## config.mk

```make
export PLATFORM = sky130hd
export DESIGN_NAME = partitioned_bump_allocator
export DESIGN_NICKNAME = d
export VERILOG_FILES = /design/src/hdl/pba_pkg.sv /design/src/hdl/partitioned_bump_allocator.sv /design/src/hdl/pba_div.sv /design/src/hdl/pba_dp.sv /design/src/hdl/pba_ctrl.sv
export SDC_FILE = /design/constraint.sdc
export NUM_CORES = 1
export LEC_CHECK = 0
export CORE_MARGIN = 2
export CORE_UTILIZATION = 60
export DETAILED_ROUTE_END_ITERATION = 8
export DONT_BUFFER_PORTS = 1
export PLACE_DENSITY_LB_ADDON = 0.1
export SYNTH_ARGS = -nofsm -noshare
export SYNTH_HDL_FRONTEND = slang
export SYNTH_SLANG_ARGS = --single-unit
export TNS_END_PERCENT = 10
```

## constraint.sdc

```tcl
create_clock -name clk_i -period 10 [get_ports clk_i]
set_clock_uncertainty 0.15 [all_clocks]
set_input_delay 0.5 -clock clk_i [delete_from_list [all_inputs] [get_ports clk_i]]
set_output_delay 0.5 -clock clk_i [all_outputs]
set_load 0.05 [all_outputs]
```

## src/hdl/pba_pkg.sv

```systemverilog
// Package with shared types, constants and codes of the partitioned bump allocator.
`timescale 1ns / 1ps
`default_nettype none
package pba_pkg;

  // Fixed field widths of the item and register interfaces.
  localparam int unsigned MODE_W     = 2;
  localparam int unsigned BYTES_W    = 24;
  localparam int unsigned ALIGN_W    = 4;
  localparam int unsigned SLOT_W     = 32;
  localparam int unsigned OFFSET_W   = 24;
  localparam int unsigned CAP_W      = 24;
  localparam int unsigned FRAME_W    = 5;
  localparam int unsigned CFG_IDX_W  = 2;
  localparam int unsigned CFG_DATA_W = 24;

  // The shared divider takes the widest dividend (the frame slot).
  localparam int unsigned DIV_W = SLOT_W;

  // Defaults of the top-level parameters.
  localparam int unsigned DEF_OFFSET_BITS = 24;
  localparam int unsigned DEF_MAX_FRAMES  = 16;

  typedef enum logic [MODE_W-1:0] {
    MODE_ALLOC  = 2'd0,
    MODE_REWIND = 2'd1,
    MODE_SLOT   = 2'd2
  } mode_e;

  typedef enum logic [CFG_IDX_W-1:0] {
    CFG_ENABLE   = 2'd0,
    CFG_CAPACITY = 2'd1,
    CFG_FRAMES   = 2'd2
  } cfg_idx_e;

  typedef enum logic [2:0] {
    ST_IDLE,
    ST_ALIGN,
    ST_FIT,
    ST_SLOT_START,
    ST_SLOT_WAIT,
    ST_SLOT_SET,
    ST_SIZE_START,
    ST_SIZE_WAIT
  } state_e;

  typedef struct packed {
    logic [MODE_W-1:0]  mode;
    logic [BYTES_W-1:0] byte_count;
    logic [ALIGN_W-1:0] align_log2;
    logic [SLOT_W-1:0]  slot_index;
  } in_item_t;

  typedef struct packed {
    logic                granted;
    logic [OFFSET_W-1:0] offset;
  } out_item_t;

  // Commands from the controller to the datapath.
  typedef struct packed {
    logic capture;
    logic rewind;
    logic align;
    logic commit;
    logic div_start;
    logic div_sel_slot;
    logic size_load;
    logic slot_mul;
    logic slot_set;
  } cmd_t;

  // Status from the datapath to the controller.
  typedef struct packed {
    logic div_done;
    logic out_free;
  } status_t;

endpackage
`default_nettype wire

```

## src/hdl/partitioned_bump_allocator.sv

```systemverilog
// Top level of the partitioned bump allocator: controller, datapath and ports.
`timescale 1ns / 1ps
`default_nettype none
// The block hands out byte offsets from a staging region of capacity_bytes
// bytes that is split into equal partitions, one for each frame in flight.
// An allocate item rounds the head up to 2**align_log2, and if the request
// is non-zero, the block is enabled and the request ends inside the current
// partition, it returns the aligned offset with granted set and moves the
// head past the request; otherwise it returns granted and offset both zero.
// A rewind item moves the head back to the partition start, and a slot item
// selects partition slot_index modulo the frame count and rewinds to it.
// Only allocate items produce a result item. An allocate item is accepted,
// aligned and fit-checked in turn, the fit check waiting for a free result
// register; a rewind item completes when accepted, and a slot item runs the
// shared one-bit-per-cycle divider that forms the 32-bit modulo, followed
// by one multiply and one add. Each write to a defined register rewinds the
// block to the first partition and starts a division of the capacity by
// the frame count; input items are held off until it ends.
// A frame count of zero counts as one, and counts above MAX_FRAMES saturate.
module partitioned_bump_allocator #(
  parameter int unsigned OFFSET_BITS = pba_pkg::DEF_OFFSET_BITS,
  parameter int unsigned MAX_FRAMES  = pba_pkg::DEF_MAX_FRAMES
) (
  input  wire logic                           clk_i,
  input  wire logic                           rst_ni,
  input  wire logic                           in_valid_i,
  output logic                                in_ready_o,
  input  wire pba_pkg::in_item_t              in_item_i,
  output logic                                out_valid_o,
  input  wire logic                           out_ready_i,
  output pba_pkg::out_item_t                  out_item_o,
  input  wire logic                           cfg_we_i,
  input  wire logic [pba_pkg::CFG_IDX_W-1:0]  cfg_idx_i,
  input  wire logic [pba_pkg::CFG_DATA_W-1:0] cfg_data_i
);

  import pba_pkg::*;

  cmd_t    cmd;
  status_t status;

  // The controller decodes the mode of an offered item itself so that a
  // rewind completes in the cycle it is accepted.
  pba_ctrl u_ctrl (
    .clk_i      (clk_i),
    .rst_ni     (rst_ni),
    .in_valid_i (in_valid_i),
    .in_mode_i  (in_item_i.mode),
    .cfg_we_i   (cfg_we_i),
    .cfg_idx_i  (cfg_idx_i),
    .status_i   (status),
    .in_ready_o (in_ready_o),
    .cmd_o      (cmd)
  );

  // The datapath holds the registers, the allocator state, the shared
  // divider and the result register that decouples the output side.
  pba_dp #(
    .OFFSET_BITS (OFFSET_BITS),
    .MAX_FRAMES  (MAX_FRAMES)
  ) u_dp (
    .clk_i       (clk_i),
    .rst_ni      (rst_ni),
    .in_item_i   (in_item_i),
    .cfg_we_i    (cfg_we_i),
    .cfg_idx_i   (cfg_idx_i),
    .cfg_data_i  (cfg_data_i),
    .cmd_i       (cmd),
    .status_o    (status),
    .out_ready_i (out_ready_i),
    .out_valid_o (out_valid_o),
    .out_item_o  (out_item_o)
  );

`ifndef SYNTHESIS
  // An accepted allocate item keeps the input closed while it is worked on.
  assert property (@(posedge clk_i) disable iff (!rst_ni)
    (in_valid_i && in_ready_o && (in_item_i.mode == MODE_ALLOC)) |=> !in_ready_o)
    else $error("input ready right after an allocate item");

  // A new result appears only after the controller commits an allocation.
  assert property (@(posedge clk_i) disable iff (!rst_ni)
    $rose(out_valid_o) |-> $past(cmd.commit))
    else $error("result valid without a commit");

  // A refused allocation always reports offset zero.
  assert property (@(posedge clk_i) disable iff (!rst_ni)
    (out_valid_o && !out_item_o.granted) |-> (out_item_o.offset == '0))
    else $error("refused result with non-zero offset");

  // A register write starts the partition size computation and blocks items.
  assert property (@(posedge clk_i) disable iff (!rst_ni)
    (cfg_we_i && ((cfg_idx_i == CFG_ENABLE) || (cfg_idx_i == CFG_CAPACITY) ||
     (cfg_idx_i == CFG_FRAMES))) |=> !in_ready_o)
    else $error("input ready while partition size is recomputed");
`endif

endmodule
`default_nettype wire

```

## src/hdl/pba_div.sv

```systemverilog
// Radix-2 restoring divider giving quotient and remainder, one bit per cycle.
`timescale 1ns / 1ps
`default_nettype none
module pba_div #(
  parameter int unsigned DVD_W = 32,
  parameter int unsigned DVS_W = 5
) (
  input  wire logic             clk_i,
  input  wire logic             rst_ni,
  input  wire logic             start_i,
  input  wire logic [DVD_W-1:0] dividend_i,
  input  wire logic [DVS_W-1:0] divisor_i,
  output logic                  done_o,
  output logic [DVD_W-1:0]      quotient_o,
  output logic [DVS_W-1:0]      remainder_o
);

  localparam int unsigned CNT_W = $clog2(DVD_W + 1);

  logic [CNT_W-1:0] cnt_q;
  logic             done_q;
  logic [DVD_W-1:0] quo_q;
  logic [DVS_W-1:0] rem_q;
  logic [DVS_W-1:0] dvs_q;

  logic [DVS_W:0]   rem_sh;
  logic [DVS_W:0]   diff;
  logic             ge;

  // Shift in the next dividend bit and try to subtract the divisor.
  assign rem_sh = {rem_q, quo_q[DVD_W-1]};
  assign ge     = rem_sh >= {1'b0, dvs_q};
  assign diff   = rem_sh - {1'b0, dvs_q};

  always_ff @(posedge clk_i or negedge rst_ni) begin
    if (!rst_ni) begin
      cnt_q  <= '0;
      done_q <= 1'b0;
    end else if (start_i) begin
      cnt_q  <= CNT_W'(DVD_W);
      done_q <= 1'b0;
    end else if (cnt_q != '0) begin
      cnt_q  <= cnt_q - CNT_W'(1);
      done_q <= (cnt_q == CNT_W'(1));
    end else begin
      done_q <= 1'b0;
    end
  end

  always_ff @(posedge clk_i) begin
    if (start_i) begin
      quo_q <= dividend_i;
      rem_q <= '0;
      dvs_q <= divisor_i;
    end else if (cnt_q != '0) begin
      quo_q <= {quo_q[DVD_W-2:0], ge};
      rem_q <= ge ? diff[DVS_W-1:0] : rem_sh[DVS_W-1:0];
    end
  end

  assign done_o      = done_q;
  assign quotient_o  = quo_q;
  assign remainder_o = rem_q;

endmodule
`default_nettype wire

```

## src/hdl/pba_dp.sv

```systemverilog
// Datapath of the allocator: registers, head arithmetic, partition math and result register.
`timescale 1ns / 1ps
`default_nettype none
module pba_dp #(
  parameter int unsigned OFFSET_BITS = 24,
  parameter int unsigned MAX_FRAMES  = 16
) (
  input  wire logic                          clk_i,
  input  wire logic                          rst_ni,
  input  wire pba_pkg::in_item_t             in_item_i,
  input  wire logic                          cfg_we_i,
  input  wire logic [pba_pkg::CFG_IDX_W-1:0] cfg_idx_i,
  input  wire logic [pba_pkg::CFG_DATA_W-1:0] cfg_data_i,
  input  wire pba_pkg::cmd_t                 cmd_i,
  output pba_pkg::status_t                   status_o,
  input  wire logic                          out_ready_i,
  output logic                               out_valid_o,
  output pba_pkg::out_item_t                 out_item_o
);

  import pba_pkg::*;

  localparam int unsigned FB   = $clog2(MAX_FRAMES + 1);
  localparam int unsigned EW   = (FB > FRAME_W) ? FB : FRAME_W;
  localparam int unsigned MAXW = (OFFSET_BITS > CAP_W) ? OFFSET_BITS : CAP_W;
  // Wide enough for an aligned head plus a full request without wrapping.
  localparam int unsigned SW   = MAXW + 2;
  localparam int unsigned XW   = (OFFSET_BITS > DIV_W) ? OFFSET_BITS : DIV_W;

  // Configuration registers.
  logic                   enable_q;
  logic [CAP_W-1:0]       capacity_q;
  logic [FRAME_W-1:0]     frames_q;

  // Allocator state.
  logic [OFFSET_BITS-1:0] head_q;
  logic [OFFSET_BITS-1:0] part_start_q;
  logic [OFFSET_BITS-1:0] part_end_q;
  logic [OFFSET_BITS-1:0] size_q;
  logic [OFFSET_BITS-1:0] prod_q;
  logic [SW-1:0]          aligned_q;
  in_item_t               item_q;

  logic                   out_valid_q;
  out_item_t              out_item_q;

  logic                   cfg_hit;
  logic [FB-1:0]          eff_frames;
  logic [EW-1:0]          frames_ext;
  logic [DIV_W-1:0]       div_dividend;
  logic                   div_done;
  logic [DIV_W-1:0]       div_quo;
  logic [FB-1:0]          div_rem;
  logic [XW-1:0]          quo_ext;
  logic [SW-1:0]          align_mask;
  logic [SW-1:0]          aligned_d;
  logic [SW-1:0]          req_end;
  logic                   fits;
  logic [SW-1:0]          ofs_ext;
  logic [OFFSET_BITS+FB-1:0] prod_full;

  assign cfg_hit = cfg_we_i && ((cfg_idx_i == CFG_ENABLE) ||
                   (cfg_idx_i == CFG_CAPACITY) || (cfg_idx_i == CFG_FRAMES));

  // Zero frames counts as one, and the count saturates at the partition limit.
  assign frames_ext = EW'(frames_q);
  always_comb begin
    if (frames_q == '0) begin
      eff_frames = FB'(1);
    end else if (int'(frames_q) > int'(MAX_FRAMES)) begin
      eff_frames = FB'(MAX_FRAMES);
    end else begin
      eff_frames = frames_ext[FB-1:0];
    end
  end

  assign div_dividend = cmd_i.div_sel_slot ? item_q.slot_index : DIV_W'(capacity_q);

  pba_div #(
    .DVD_W (DIV_W),
    .DVS_W (FB)
  ) u_div (
    .clk_i       (clk_i),
    .rst_ni      (rst_ni),
    .start_i     (cmd_i.div_start),
    .dividend_i  (div_dividend),
    .divisor_i   (eff_frames),
    .done_o      (div_done),
    .quotient_o  (div_quo),
    .remainder_o (div_rem)
  );

  assign quo_ext = XW'(div_quo);

  // Round the head up to the requested power-of-two alignment.
  assign align_mask = (SW'(1) << item_q.align_log2) - SW'(1);
  assign aligned_d  = (SW'(head_q) + align_mask) & ~align_mask;

  assign req_end = aligned_q + SW'(item_q.byte_count);
  assign fits    = enable_q && (item_q.byte_count != '0) && (req_end <= SW'(part_end_q));
  assign ofs_ext = SW'(aligned_q[OFFSET_BITS-1:0]);

  assign prod_full = size_q * div_rem;

  always_ff @(posedge clk_i or negedge rst_ni) begin
    if (!rst_ni) begin
      enable_q     <= 1'b0;
      capacity_q   <= '0;
      frames_q     <= FRAME_W'(1);
      head_q       <= '0;
      part_start_q <= '0;
      part_end_q   <= '0;
      size_q       <= '0;
      out_valid_q  <= 1'b0;
    end else begin
      if (cfg_hit) begin
        case (cfg_idx_i)
          CFG_ENABLE:   enable_q   <= cfg_data_i[0];
          CFG_CAPACITY: capacity_q <= cfg_data_i[CAP_W-1:0];
          CFG_FRAMES:   frames_q   <= cfg_data_i[FRAME_W-1:0];
          default:      ;
        endcase
        head_q       <= '0;
        part_start_q <= '0;
      end else if (cmd_i.rewind) begin
        head_q <= part_start_q;
      end else if (cmd_i.commit && fits) begin
        head_q <= req_end[OFFSET_BITS-1:0];
      end else if (cmd_i.size_load) begin
        size_q     <= quo_ext[OFFSET_BITS-1:0];
        part_end_q <= quo_ext[OFFSET_BITS-1:0];
      end else if (cmd_i.slot_set) begin
        part_start_q <= prod_q;
        part_end_q   <= prod_q + size_q;
        head_q       <= prod_q;
      end

      if (cmd_i.commit) begin
        out_valid_q <= 1'b1;
      end else if (out_ready_i) begin
        out_valid_q <= 1'b0;
      end
    end
  end

  always_ff @(posedge clk_i) begin
    if (cmd_i.capture) begin
      item_q <= in_item_i;
    end
    if (cmd_i.align) begin
      aligned_q <= aligned_d;
    end
    if (cmd_i.slot_mul) begin
      prod_q <= prod_full[OFFSET_BITS-1:0];
    end
    if (cmd_i.commit) begin
      out_item_q.granted <= fits;
      out_item_q.offset  <= fits ? ofs_ext[OFFSET_W-1:0] : '0;
    end
  end

  assign status_o.div_done = div_done;
  assign status_o.out_free = !out_valid_q || out_ready_i;
  assign out_valid_o       = out_valid_q;
  assign out_item_o        = out_item_q;

endmodule
`default_nettype wire

```

## src/hdl/pba_ctrl.sv

```systemverilog
// Controller state machine that sequences the allocator datapath.
`timescale 1ns / 1ps
`default_nettype none
module pba_ctrl (
  input  wire logic                          clk_i,
  input  wire logic                          rst_ni,
  input  wire logic                          in_valid_i,
  input  wire logic [pba_pkg::MODE_W-1:0]    in_mode_i,
  input  wire logic                          cfg_we_i,
  input  wire logic [pba_pkg::CFG_IDX_W-1:0] cfg_idx_i,
  input  wire pba_pkg::status_t              status_i,
  output logic                               in_ready_o,
  output pba_pkg::cmd_t                      cmd_o
);

  import pba_pkg::*;

  state_e state_q;
  state_e state_d;
  logic   cfg_hit;

  assign cfg_hit = cfg_we_i && ((cfg_idx_i == CFG_ENABLE) ||
                   (cfg_idx_i == CFG_CAPACITY) || (cfg_idx_i == CFG_FRAMES));

  always_ff @(posedge clk_i or negedge rst_ni) begin
    if (!rst_ni) begin
      state_q <= ST_IDLE;
    end else begin
      state_q <= state_d;
    end
  end

  always_comb begin
    state_d    = state_q;
    cmd_o      = '0;
    in_ready_o = 1'b0;
    case (state_q)
      ST_IDLE: begin
        in_ready_o = !cfg_we_i;
        if (in_valid_i && !cfg_we_i) begin
          case (in_mode_i)
            MODE_ALLOC: begin
              cmd_o.capture = 1'b1;
              state_d       = ST_ALIGN;
            end
            MODE_REWIND: begin
              cmd_o.rewind = 1'b1;
            end
            MODE_SLOT: begin
              cmd_o.capture = 1'b1;
              state_d       = ST_SLOT_START;
            end
            default: ;
          endcase
        end
      end
      ST_ALIGN: begin
        cmd_o.align = 1'b1;
        state_d     = ST_FIT;
      end
      ST_FIT: begin
        if (status_i.out_free) begin
          cmd_o.commit = 1'b1;
          state_d      = ST_IDLE;
        end
      end
      ST_SLOT_START: begin
        cmd_o.div_start    = 1'b1;
        cmd_o.div_sel_slot = 1'b1;
        state_d            = ST_SLOT_WAIT;
      end
      ST_SLOT_WAIT: begin
        if (status_i.div_done) begin
          cmd_o.slot_mul = 1'b1;
          state_d        = ST_SLOT_SET;
        end
      end
      ST_SLOT_SET: begin
        cmd_o.slot_set = 1'b1;
        state_d        = ST_IDLE;
      end
      ST_SIZE_START: begin
        cmd_o.div_start = 1'b1;
        state_d         = ST_SIZE_WAIT;
      end
      ST_SIZE_WAIT: begin
        if (status_i.div_done) begin
          cmd_o.size_load = 1'b1;
          state_d         = ST_IDLE;
        end
      end
      default: begin
        state_d = ST_IDLE;
      end
    endcase

    // A register write rewinds to the first partition and recomputes its size.
    if (cfg_hit) begin
      state_d = ST_SIZE_START;
    end
  end

endmodule
`default_nettype wire

```

Word level (Yosys, flattened, before mapping) --
Index checks and enable logic that the tools add are counted.
Operators by class: add/subtract/negate cells 6, multiply operators 1, divide/modulo/power cells 0, order comparisons 3, eq/ne operators 21, shift operators 1, mux-type cells 42, bitwise operators 5, reduce and logical (&&, ||, !) cells 32
Operator list (count):
- $mux W24 | 10
- $mux W32 | 3
- $add A24 B26 Y26 | 1
- $add A26 B24 Y26 | 1
- $and A26 B26 Y26 | 1
- $le A26 B24 Y1 | 1
- $not A26 Y26 | 1
- $shl A1 B4 Y26 const A | 1
- $sub A26 B2 Y26 const B | 1
- $add A24 B24 Y24 | 1
- $mul A24 B5 Y24 | 1
- $pmux W3 S8 | 1
- $reduce_bool A24 Y1 | 1
- $mux W1 | 16
- $mux W3 | 5
- $eq A3 B3 Y1 const B | 4
- $mux W6 | 2
- $reduce_and A4 Y1 | 3
- $mux W5 | 2
- $ne A3 B1 Y1 const B | 3
- $reduce_and A2 Y1 | 4
- $reduce_bool A2 Y1 | 4
- $eq A3 B2 Y1 const B | 2
- $eq A6 B1 Y1 const B | 1
- 25 further kinds | 41
Word-level totals: register bits after elaboration 314, bits in latches 0, memory bits (writable) 0, bits in read-only memories 0, bits of input ports 93, output and inout port bits 27, word-level logic and storage cells 133, memories 0

Depth between registers and ports, before layout --
word-level depth 8, depth in mapped cells 23, depth with buffers taken out 21

By module --
A second synthesis with hierarchy kept.
Second synthesis, totals: cell total of the unflattened synthesis 1907, area, all modules 20280.7 µm²
By module, submodules not included:
- pba_dp | times used 1, cells each 1701, area each 17631.9 µm², seq. area each 7233.2 µm²
- pba_div | times used 1, cells each 162, area each 2327.2 µm², seq. area each 1386.3 µm²
- pba_ctrl | times used 1, cells each 44, area each 321.6 µm², seq. area each 75.1 µm²

Worst setup path before layout --
No wires, ideal clock.
kind reg2reg, start point reg u_ctrl.state_q[0], end point reg u_dp.item_q[0] (netlist bit), enable pin, library setup time 0.626 ns, arrival 6.467 ns, required time 9.224 ns, path slack 2.757 ns, cell stages (with the launch flop) 4, path buffers 2, clock period less this slack 7.243 ns, cells stage by stage dfrtp_1 -> clkbuf_1 -> clkbuf_1 -> nor4_1
RTL lines:
- start, declared | RTL line pba_ctrl.sv:18 | state_e state_q;
- start signal, assigned | RTL line pba_ctrl.sv:29 | state_q <= state_d;
- end signal, assigned | RTL line pba_dp.sv:148 | item_q <= in_item_i;
- end, declared | RTL line pba_dp.sv:42 | in_item_t item_q;

Worst setup path in the final report --
start point reg u_dp.item_q[37] (netlist bit), end point reg u_dp.head_q[20]
On the way: word-level cells in the longest chain between the ends 7, elaborated cells on any way between the ends 12, classes of those cells 1 x add/sub; 1 x order compare; 1 x eq/ne; 3 x mux; 6 x reduce/logical
Ends and longest elaborated chain:
- $add A26 B24 Y26 or $reduce_bool A24 Y1 (tied branches) | RTL line pba_dp.sv:99, pba_dp.sv:100
- $le A26 B24 Y1 or $logic_and A1 B1 Y1 (tied branches) | RTL line pba_dp.sv:100 | assign fits = enable_q && (item_q.byte_count != '0) && (req_end <= SW'(part_end_q));
- $logic_and A1 B1 Y1 | RTL line pba_dp.sv:100
- $logic_and A1 B1 Y1 | RTL line pba_dp.sv:127 | end else if (cmd_i.commit && fits) begin
- $mux W24 | RTL line pba_dp.sv:127
- $mux W24 | RTL line pba_dp.sv:125 | end else if (cmd_i.rewind) begin
- $mux W24 | RTL line pba_dp.sv:116 | if (cfg_hit) begin
- end signal, assigned | RTL line pba_dp.sv:126 | head_q <= part_start_q;
- end signal, assigned | RTL line pba_dp.sv:128 | head_q <= req_end[OFFSET_BITS-1:0];
- end signal, assigned | RTL line pba_dp.sv:135 | head_q <= prod_q;
- end, declared | RTL line pba_dp.sv:36 | logic [OFFSET_BITS-1:0] head_q;
Parallel ways exist; a longest one is shown, timed or not. A chain may end at the register's enable or synchronous reset.

==> reports/metrics.cfg <==
[route]
route.detailed.drc = 0
drt_iter0_drc = 1041
dr.pass1.iters = 5
totalWireLength_mm = 47.6
vias = 14200
vias_per_cell = 5.84
ant_nets = 0
wl_per_cell_um = 19.5

[finish]
drive_gt1_share_pct = 8.52
syn_to_final_growth_pct = 13.0
final_common_cell = nand2_1
antenna_cells = 0
nFillCells = 2472
finish.net_count = 2252
layout_common_cells = nand2_1 (237), edfxtp_1 (172), a21oi_1 (144)
final_cell_count_no_fill = 2437
final_util_pct = 68.6
final_area_sq_um = 22200

[logic_synthesis]
ys_seq_area_share_pct = 44.3
syn_area_sq_um = 19600
synth_cell_types = 76
synth-seq-cells = 314
async_flop_share_pct = 43.6
yosysWarnings = 0
ys.flop_type = edfxtp_1
synthCells = 1887
synth_edf_count = 172
synth.avg_cell_area_sq_um = 10.4

[placed_design]
placed_cells = 2283
hpwl_mm = 34.9
numPortBuffers = 0
place_area_sq_um = 20100
gp_congestion = 0.927

[timing]
finalSetupViolCount = 0
period_share_pct = 58.7
tightest_slew_ns = 1.17
finalSetupTns_ns = 0
period_minus_slack_ns = 5.87
timing.fmax_mhz = 170
hold_violations = 0
slew-limit-headroom_pct = 22.0
rsz0062_at_grt = no
maxSlewViolCount = 0

[global_route]
overflow = 0
antenna_found_initial = 0
grt_pass1_wl_mm = 76.2
grt_max_degree = 138
grt_usage_pct = 28.7
grt_pass1_vias = 14300

[floorplanning]
rows = 66
die_y_um = 185
fp.dieW_um = 185
ios = 120
core-area_sq_um = 32400
die_area_sq_um = 34200
floorplan.initialDensity_pct = 60.7

[clock_tree]
htree_levels = 2
cts_tree = built
postCtsHoldBufs = 86
numCtsBuffers = 37
numClockSinks = 314
cts.reportedPaths.clkPinSlew_ns = 0.06
max-clock-path-buffers = 3
clkLatencyLatePin_ns = 0.54
post_cts_buffers = 0
root_buffer = clkbuf_16
cts_resized = 0

[critical_path]
crit_fanout = 28
path_class = reg -> reg
crit_required_ns = 10.33
worst_ep_arrival_time_ns = 6.20
end_kind = flop
critPathLaunchType = flop

[pwr]
power_leakage_uw = 0.00961
powerDensity_nw_per_um2 = 215
ir_drop_uv = 199

[status]
outcome = finished, final reports clean

[flow_run]
drv_cap = 0

[hold_path]
hold_path.class = in -> reg

==> metal layers <==
layer	GRT usage, %	vias up	wire length [um]	share of wire [%]
met5	0	-	0	0
met4	8.86	0	1390	2.9
met3	3.22	62	1910	4.0
met2	50.6	323	23500	50
met1	37.2	6929	20700	44
li1	-	6923	-	-
==> registers in the layout (all words and copies together) (netlist names), 25 cells and up <==
| signal | count |
|---|---|
| u_dp.aligned_q | 26 |
| u_dp.out_item_o | 25 |
| u_dp.item_q | 60 |
| u_dp.u_div.quotient_o | 32 |
==> layout make-up <==
cell class | count | area, sq um | area share, %
Multi-Input combinational cell | 1391 | 10300 | 46.3
Sequential cell | 314 | 8690 | 39.1
Clock buffer | 54 | 1050 | 4.73
Timing Repair Buffer | 104 | 1010 | 4.56
Tap cell | 442 | 553 | 2.49
Inverter | 118 | 443 | 1.99
Clock inverter | 14 | 168 | 0.755
==> power breakdown <==
part           total (uW)  leakage, uW  internal [uW]  switching, uW
Clock                1360     0.000598            812            547
Combinational        1370      0.00559            576            789
Sequential           2050      0.00342           1690            359
Total                4780      0.00961           3080           1700
==> cells in the mapped netlist, types with 29 or more instances <==
cell type  instances  area (sq um)
a21o_1            39           293
a21oi_1          144           721
and2_1            83           519
clkbuf_1          54           203
dfrtp_1          136          3400
edfxtp_1         172          5160
fa_1              63          1260
ha_1             130          1630
inv_1            118           443
mux2_2            54           608
mux2i_1           29           290
nand2_1          238           893
nor2_1            90           338
nor3_1            34           170
o21ai_0           97           485
xnor2_1           56           490
==> critical path: stages (launching register included) <==
cell and delay, ns:
edfxtp_1 0.43, ha_1 0.35, a211oi_1 0.32, nor3_1 0.14, or3_1 0.44, a31oi_2 0.36, nor3_1 0.10, a2111oi_0 0.50
xnor2_1 0.21, ha_1 0.37, nand4_1 0.09, nor2_1 0.19, nand4_1 0.15, a21oi_1 0.19, o211ai_2 0.14, nor2_4 0.56
and3_1 0.81, a221o_2 0.29
==> cell families (layout without fill, tap and decap cells) <==
group                      Yosys count  count (layout)  synth area share, %
AOI/OAI and AO/OA                  444             444                 14.7
xor gates and xnor gates            83              83                 3.70
adders and majority gates          193             193                 14.7
buffers and inverters              186             290                 3.65
DFF                                314             314                 44.3
muxes                               83              83                 4.57
other                                1               5               0.0191
and+or+nand+nor                    583             583                 14.4
==> worst paths after layout <==
| kind | cells after the start | start | end | slack [ns] |
|---|---|---|---|---|
| min reg2reg | 2 | u_dp.part_end_q[10] | u_dp.part_end_q[10] | 0.34 |
| min in group asynchronous | 2 | rst_ni | u_dp.u_div.cnt_q[5] | 0.44 |
| max in group asynchronous | 2 | rst_ni | u_dp.part_end_q[21] | 8.63 |
| max reg2reg | 17 | u_dp.item_q[37] | u_dp.head_q[20] | 4.13 |
| min | 2 | cfg_idx_i[1] | u_dp.enable_q | 0.07 |
| max | 17 | u_dp.item_q[37] | u_dp.head_q[20] | 4.13 |
==> through the flow <==
stage	total power (uW)	setup slack, ns	hold slack (ns)
floorplan	2990	2.76	0.0544
global placement	3330	4.37	0.0601
detailed placement	3380	4.18	0.0589
CTS	4780	4.17	0.0508
global route	5050	3.69	0.0627
finish	4780	4.13	0.0738
Power figures use the tool's default switching activity.
